### src/rtl/i2rd_pkg.sv
// ----------------------------------------------------------------------------
// i2rd_pkg
// Shared types, constants and helpers for the integer to radix digits unit.
// ----------------------------------------------------------------------------
package i2rd_pkg;

  localparam int MAX_DIGITS_DEF = 31;
  localparam int VALUE_BITS_DEF = 31;

  localparam int RADIX_W = 6;
  localparam int DIGIT_W = 6;
  localparam int CHAR_W  = 7;
  localparam int COUNT_W = 5;

  localparam logic [RADIX_W-1:0] MIN_RADIX     = 6'd2;
  localparam logic [RADIX_W-1:0] MAX_RADIX     = 6'd36;
  localparam logic [DIGIT_W-1:0] DECIMAL_LIMIT = 6'd10;
  localparam logic [CHAR_W-1:0]  ZERO_CHAR     = 7'd48;
  localparam logic [CHAR_W-1:0]  LETTER_BASE   = 7'd65;

  typedef enum logic [2:0] {
    ST_IDLE,
    ST_DIV,
    ST_FETCH,
    ST_SEND,
    ST_ERR
  } state_t;

  // ASCII for a digit value: '0'..'9', then 'A' onward
  function automatic logic [CHAR_W-1:0] digit_char_f(input logic [DIGIT_W-1:0] d);
    logic [CHAR_W-1:0] c;
    if (d < DECIMAL_LIMIT) begin
      c = ZERO_CHAR + {1'b0, d};
    end else begin
      c = LETTER_BASE + {1'b0, d - DECIMAL_LIMIT};
    end
    return c;
  endfunction

endpackage

### src/rtl/integer_to_radix_digits_unit.sv
// ----------------------------------------------------------------------------
// integer_to_radix_digits_unit
// Converts a non-negative integer into base 2..36 digits, most significant first.
// ----------------------------------------------------------------------------
// Sequence: accept, then each digit on the shared restoring divider, then
//   per digit a read of the store and a load of the output register.
// Items: a new item is not taken until the current one is finished. in_stall
//   stays high from accept until the last result of the item is in the
//   output register.
// Reset: rst_n (sync, active low) clears the sequencer and out_valid only.
module integer_to_radix_digits_unit #(
  parameter int MAX_DIGITS = i2rd_pkg::MAX_DIGITS_DEF,
  parameter int VALUE_BITS = i2rd_pkg::VALUE_BITS_DEF
) (
  input  logic                             clk,
  input  logic                             rst_n,
  // input item channel
  input  logic                             in_valid,
  output logic                             in_stall,
  input  logic [VALUE_BITS-1:0]            in_value,
  input  logic [i2rd_pkg::RADIX_W-1:0]     in_radix,
  // result item channel
  output logic                             out_valid,
  input  logic                             out_stall,
  output logic [i2rd_pkg::DIGIT_W-1:0]     out_digit_value,
  output logic [i2rd_pkg::CHAR_W-1:0]      out_digit_char,
  output logic [i2rd_pkg::COUNT_W-1:0]     out_digit_count,
  output logic                             out_bad_radix,
  output logic                             out_last
);

  localparam int CNT_W = $clog2(MAX_DIGITS + 1);  // holds the digit count itself
  localparam int IDX_W = $clog2(MAX_DIGITS);      // addresses the digit store
  localparam int BIT_W = $clog2(VALUE_BITS);      // divider bit counter

  // sequencer
  i2rd_pkg::state_t state_r, state_nxt;

  // divider datapath: dvd_r shifts the dividend out and the quotient in
  logic [i2rd_pkg::RADIX_W-1:0] radix_r, radix_nxt;
  logic [VALUE_BITS-1:0]        dvd_r, dvd_nxt;
  logic [i2rd_pkg::DIGIT_W-1:0] rem_r, rem_nxt;
  logic [BIT_W-1:0]             bit_r, bit_nxt;
  logic [CNT_W-1:0]             cnt_r, cnt_nxt;
  logic [IDX_W-1:0]             idx_r, idx_nxt;

  // digit store, remainders least significant first
  logic [i2rd_pkg::DIGIT_W-1:0] mem [MAX_DIGITS];
  logic [i2rd_pkg::DIGIT_W-1:0] rd_data_r;
  logic                         wr_en;

  // output register
  logic                          out_valid_r, out_valid_nxt;
  logic [i2rd_pkg::DIGIT_W-1:0]  out_value_r, out_value_nxt;
  logic [i2rd_pkg::CHAR_W-1:0]   out_char_r, out_char_nxt;
  logic [i2rd_pkg::COUNT_W-1:0]  out_count_r, out_count_nxt;
  logic                          out_bad_r, out_bad_nxt;
  logic                          out_last_r, out_last_nxt;

  // one restoring-division step
  logic [i2rd_pkg::DIGIT_W:0]   trial;
  logic [i2rd_pkg::DIGIT_W:0]   diff;
  logic                         ge;
  logic [i2rd_pkg::DIGIT_W-1:0] rem_step;
  logic [VALUE_BITS-1:0]        dvd_step;
  logic                         bit_last;
  logic [CNT_W-1:0]             cnt_inc;
  logic                         radix_ok;
  logic                         out_free;

  assign trial    = {rem_r, dvd_r[VALUE_BITS-1]};
  assign ge       = (trial >= {1'b0, radix_r});
  assign diff     = trial - {1'b0, radix_r};
  // remainder stays below radix (< 64), so the top bit drops off either way
  assign rem_step = ge ? diff[i2rd_pkg::DIGIT_W-1:0] : trial[i2rd_pkg::DIGIT_W-1:0];
  assign dvd_step = {dvd_r[VALUE_BITS-2:0], ge};
  assign bit_last = (bit_r == BIT_W'(VALUE_BITS - 1));
  assign cnt_inc  = cnt_r + 1'b1;

  assign radix_ok = (in_radix >= i2rd_pkg::MIN_RADIX) && (in_radix <= i2rd_pkg::MAX_RADIX);
  assign out_free = !out_valid_r || !out_stall;

  assign wr_en = (state_r == i2rd_pkg::ST_DIV) && bit_last;

  always_comb begin
    state_nxt     = state_r;
    radix_nxt     = radix_r;
    dvd_nxt       = dvd_r;
    rem_nxt       = rem_r;
    bit_nxt       = bit_r;
    cnt_nxt       = cnt_r;
    idx_nxt       = idx_r;
    out_valid_nxt = out_valid_r && out_stall;
    out_value_nxt = out_value_r;
    out_char_nxt  = out_char_r;
    out_count_nxt = out_count_r;
    out_bad_nxt   = out_bad_r;
    out_last_nxt  = out_last_r;

    unique case (state_r)
      i2rd_pkg::ST_IDLE: begin
        if (in_valid) begin
          if (radix_ok) begin
            radix_nxt = in_radix;
            dvd_nxt   = in_value;
            rem_nxt   = '0;
            bit_nxt   = '0;
            cnt_nxt   = '0;
            state_nxt = i2rd_pkg::ST_DIV;
          end else begin
            state_nxt = i2rd_pkg::ST_ERR;
          end
        end
      end

      i2rd_pkg::ST_DIV: begin
        rem_nxt = rem_step;
        dvd_nxt = dvd_step;
        bit_nxt = bit_r + 1'b1;
        if (bit_last) begin
          // digit done: remainder goes to the store, quotient divides again unless it is zero or the store is full
          cnt_nxt = cnt_inc;
          bit_nxt = '0;
          rem_nxt = '0;
          if ((dvd_step == '0) || (cnt_inc == CNT_W'(MAX_DIGITS))) begin
            idx_nxt   = cnt_r[IDX_W-1:0];  // most significant digit
            state_nxt = i2rd_pkg::ST_FETCH;
          end
        end
      end

      i2rd_pkg::ST_FETCH: begin
        // store read is registered; data shows up in rd_data_r next cycle
        state_nxt = i2rd_pkg::ST_SEND;
      end

      i2rd_pkg::ST_SEND: begin
        if (out_free) begin
          out_valid_nxt = 1'b1;
          out_value_nxt = rd_data_r;
          out_char_nxt  = i2rd_pkg::digit_char_f(rd_data_r);
          out_count_nxt = i2rd_pkg::COUNT_W'(cnt_r);
          out_bad_nxt   = 1'b0;
          out_last_nxt  = (idx_r == '0);
          if (idx_r == '0) begin
            state_nxt = i2rd_pkg::ST_IDLE;
          end else begin
            idx_nxt   = idx_r - 1'b1;
            state_nxt = i2rd_pkg::ST_FETCH;
          end
        end
      end

      i2rd_pkg::ST_ERR: begin
        if (out_free) begin
          out_valid_nxt = 1'b1;
          out_value_nxt = '0;
          out_char_nxt  = '0;
          out_count_nxt = '0;
          out_bad_nxt   = 1'b1;
          out_last_nxt  = 1'b1;
          state_nxt     = i2rd_pkg::ST_IDLE;
        end
      end

      default: begin
        state_nxt = i2rd_pkg::ST_IDLE;
      end
    endcase
  end

  // control state
  always_ff @(posedge clk) begin
    if (!rst_n) begin
      state_r     <= i2rd_pkg::ST_IDLE;
      out_valid_r <= 1'b0;
    end else begin
      state_r     <= state_nxt;
      out_valid_r <= out_valid_nxt;
    end
  end

  // datapath and output payload
  always_ff @(posedge clk) begin
    radix_r     <= radix_nxt;
    dvd_r       <= dvd_nxt;
    rem_r       <= rem_nxt;
    bit_r       <= bit_nxt;
    cnt_r       <= cnt_nxt;
    idx_r       <= idx_nxt;
    out_value_r <= out_value_nxt;
    out_char_r  <= out_char_nxt;
    out_count_r <= out_count_nxt;
    out_bad_r   <= out_bad_nxt;
    out_last_r  <= out_last_nxt;
  end

  // digit store: one write, one registered read per cycle
  always_ff @(posedge clk) begin
    if (wr_en) begin
      mem[cnt_r[IDX_W-1:0]] <= rem_step;
    end
    rd_data_r <= mem[idx_r];
  end

  assign in_stall        = (state_r != i2rd_pkg::ST_IDLE);
  assign out_valid       = out_valid_r;
  assign out_digit_value = out_value_r;
  assign out_digit_char  = out_char_r;
  assign out_digit_count = out_count_r;
  assign out_bad_radix   = out_bad_r;
  assign out_last        = out_last_r;

endmodule

### config.mk
export PLATFORM = sky130hd
export DESIGN_NAME = integer_to_radix_digits_unit
export DESIGN_NICKNAME = d
export VERILOG_FILES = /design/src/rtl/i2rd_pkg.sv /design/src/rtl/integer_to_radix_digits_unit.sv
export SDC_FILE = /design/constraint.sdc
export NUM_CORES = 1
export LEC_CHECK = 0
export BUFFER_PORTS_ARGS = -buffer_cell sky130_fd_sc_hd__buf_2
export CAP_MARGIN = 40
export CORE_MARGIN = 2
export CORE_UTILIZATION = 55
export CTS_CLUSTER_DIAMETER = 120
export DETAILED_ROUTE_END_ITERATION = 6
export PLACE_DENSITY = 0.73
export SLEW_MARGIN = 5
export SYNTH_ARGS = -nofsm -noshare
export SYNTH_HDL_FRONTEND = slang
export SYNTH_SLANG_ARGS = --single-unit
### constraint.sdc
create_clock -name clk -period 7 [get_ports clk]
set_clock_uncertainty 0.1 [all_clocks]
set_input_delay 1.05 -clock clk [delete_from_list [all_inputs] [get_ports clk]]
set_output_delay 1.05 -clock clk [all_outputs]
set_load 0.1 [all_outputs]
==> results.yml <==
outcome:
  status: "finished clean"
placement:
  dp_hpwl_mm: 15.3
  dpl_worst_slack_ns: 3.79
  gp_congestion: 0.877
  port_buffers: 62
  placed_area_um2: 12300
clock_tree:
  h-tree-depth: 1
  numCtsBuffers: 27
  root_buffer: "clkbuf_16"
  insertion_delay_ns: 0.54
  cts_hold_buf: 0
  cts_repair_resize_count: 0
  cts_setup_buffers: 0
  clk_pin_slew_ns: 0.06
  cts_tree: "yes"
  cts_max_path_buffers: 3
  cts.sinks: 274
floorplan:
  num_rows: 53
  num_io_pins: 63
  coreArea_um2: 20900
  dieArea_um2: 22300
  fp.dieW_um: 149
  die_y_um: 149
  initial_utilization_pct: 55.6
synthesis:
  synth-seq-cells: 274
  synth_adder_area_share_pct: 2.11
  syn_inst: 757
  ys.flop_type: "edfxtp_1"
  synth_cell_type_count: 54
  synth_top_family_by_area: "multiplexers"
  ys_async_sr_fraction_pct: 0
  synth-compound-area-share_pct: 3.41
  synth_top_area_share_pct: 68.3
  synth_nets: 817
  synth_xor_xnor_area_share_pct: 1.58
  syn_area_per_cell_um2: 15.3
  synthMuxAreaShare_pct: 11.1
  yosysTopAreaCell: "edfxtp_1"
  yosys.area_share.simple_pct: 9.69
  synthTopCellsByArea: "edfxtp_1, mux4_2, nand2_1"
  synth-seq-area-share_pct: 70.0
  ys_warn_count: 0
  syn_area_um2: 11600
  synth_edf_count: 264
min_path:
  hold_start: "dvd_r[22]"
  hold_depth: 2
  whs_endpoint: "dvd_r[23]"
  hp-class: "flop to flop"
final_layout:
  area.growth.synth_to_final_pct: 13.8
  final_area_um2: 13200
  fin_nets: 889
  fin_util_pct: 63.2
  diodes: 0
  drive_gt1_share_pct: 19.5
sta:
  tightest_slew_ns: 0.946
  fin_crit_ns: 3.06
  slew_viol_final: 0
  finalCritPeriodShare_pct: 43.8
  max_freq_ghz: 0.326
  setup_viol: 0
  setup_slack_ns: 3.94
  rsz0062_at_grt: "false"
  max-slew-margin-rel_pct: 35.6
  fin_tns_setup_ns: 0
  hold_viol: 0
critical_path:
  path_cells: "ha_1, a21oi_1, o21ai_0, a41oi_1, mux2i_4, and3_1"
  crit_path_start_kind: "flop"
  cpPeakStageDelay_ns: 0.90
  arrival_ns: 3.36
  cp_max_fo: 32
  worstSetupEndpointType: "flop"
  r2r-start: "rem_r[1]"
  rr_worst_depth: 6
  path_buf_inv: 0
  timing.critical_path.from: "rem_r[1]"
  slowest_stage: "mux2i_4"
  critPathRequiredTime_ns: 7.29
  ff2ff_setup_slack_ns: 3.94
  rr_endpoint: "rem_r[0]"
  cp_top_family: "multiplexers"
  critPathKind: "flop to flop"
grt:
  grtUsageTotal_pct: 21.3
  antenna_found_initial: 1
  grt_pass1_vias: 6507
  grt_pass1_wl_mm: 36.1
  grt_max_degree: 54
  grt_overflow: 0
pwr:
  total_power_uw: 4030
  peakVddDrop_uv: 195
  cellLeakagePower_uw: 0.00472
  power.density_nw_per_um2: 305
routing:
  drt-total-wl_mm: 23.1
  wl_per_cell_um: 20.6
  drt-vias-per-instance: 5.82
  drc_errors: 0
  drtPass1Iterations: 5
  vias: 6542
  dr.first_iter.drc_count: 733
  ant_nets: 0
flow_run:
  cap_violations: 0
cell usage in the layout (no fill, tap or decap), types with 3 or more instances in the layout:
cell,n
buf_4,11
nand4_1,4
o21ai_0,20
bufinv_16,5
buf_2,62
nor3_1,4
nor2_1,60
nand3b_1,5
nor4_1,8
a21oi_1,7
a31oi_1,3
and3_1,5
nand3_1,8
clkinv_2,5
xor2_1,10
a22o_1,5
nand2b_1,3
dfxtp_1,10
ha_1,18
mux2i_1,28
clkbuf_1,4
nand2_1,132
clkinv_1,6
and2_1,8
mux4_2,37
xnor2_1,11
edfxtp_1,264
clkbuf_16,27
inv_1,21
mux4_1,6
nor2b_1,8
a221oi_1,5
how the worst max path moves through the flow:
stage	depth (start not counted)	slack (ns)	to
global placement	8	3.84	cnt_r[1]
global route	6	3.77	rd_data_r[4]
detailed placement	8	3.79	cnt_r[3]
CTS	4	3.93	rd_data_r[4]
floorplan	6	1.35	cnt_r[0]
finish	6	3.94	rem_r[0]
registers in the layout, indices dropped and copies added, names as in the netlist:
signal           count
bit_r                5
rem_r                6
out_valid            1
mem                186
state_r              3
radix_r              6
out_digit_value      6
rd_data_r            6
cnt_r                5
dvd_r               31
out_last             1
out_bad_radix        1
idx_r                5
out_digit_count      5
out_digit_char       7
power breakdown:
part	switching, µW	leakage [µW]	total (µW)	internal, µW
clock network	580	0.000446	1470	891
registers	48.7	0.00250	2060	2010
logic	367	0.00178	497	130
total	996	0.00472	4030	3030
stage by stage:
stage	cells	hold slack (ns)
floorplan	757	0.404
global placement	1073	0.425
detailed placement	1075	0.435
CTS	1125	0.450
global route	1125	0.480
finish	1125	0.448
cells by family (layout without fill, tap and decap cells):
family / count (synthesis) / after routing
DFF: 274 / 274
and+or+nand+nor: 256 / 256
xor gates and xnor gates: 21 / 21
muxes: 73 / 73
adders and majority gates: 19 / 19
AOI/OAI and AO/OA: 61 / 61
buffers and inverters: 53 / 146
per-layer routing:
layer  part of all wire (%)  GRT usage, %  up-vias
met2                     51          36.2      231
met1                     40          29.3     3265
met3                    6.7          3.49       47
li1                       -             -     2999
met4                    2.6          5.29        0
met5                      0             0        -
cell usage after synthesis, types with 8 or more instances:
| master | n |
|---|---|
| and2_1 | 8 |
| clkbuf_1 | 21 |
| dfxtp_1 | 10 |
| edfxtp_1 | 264 |
| ha_1 | 18 |
| inv_1 | 21 |
| mux2i_1 | 29 |
| mux4_2 | 37 |
| nand2_1 | 132 |
| nand3_1 | 8 |
| nor2_1 | 60 |
| nor2b_1 | 8 |
| nor4_1 | 8 |
| o21ai_0 | 23 |
| xnor2_1 | 11 |
| xor2_1 | 10 |
cell type report:
cell class / count / area, µm²
flip-flops and latches: 274 / 8130
inverters: 21 / 78.8
well taps: 275 / 344
clock buffers: 31 / 691
clock inverters: 19 / 223
repair buffers: 75 / 424
fillers: 1481 / 7680
multi-input cells: 430 / 3320
worst reg2reg max path: stages (launching register included):
cell	delay, ns
edfxtp_1	0.40
ha_1	0.38
a21oi_1	0.17
o21ai_0	0.11
a41oi_1	0.60
mux2i_4	0.90
and3_1	0.27
Power figures use the tool's default switching activity.
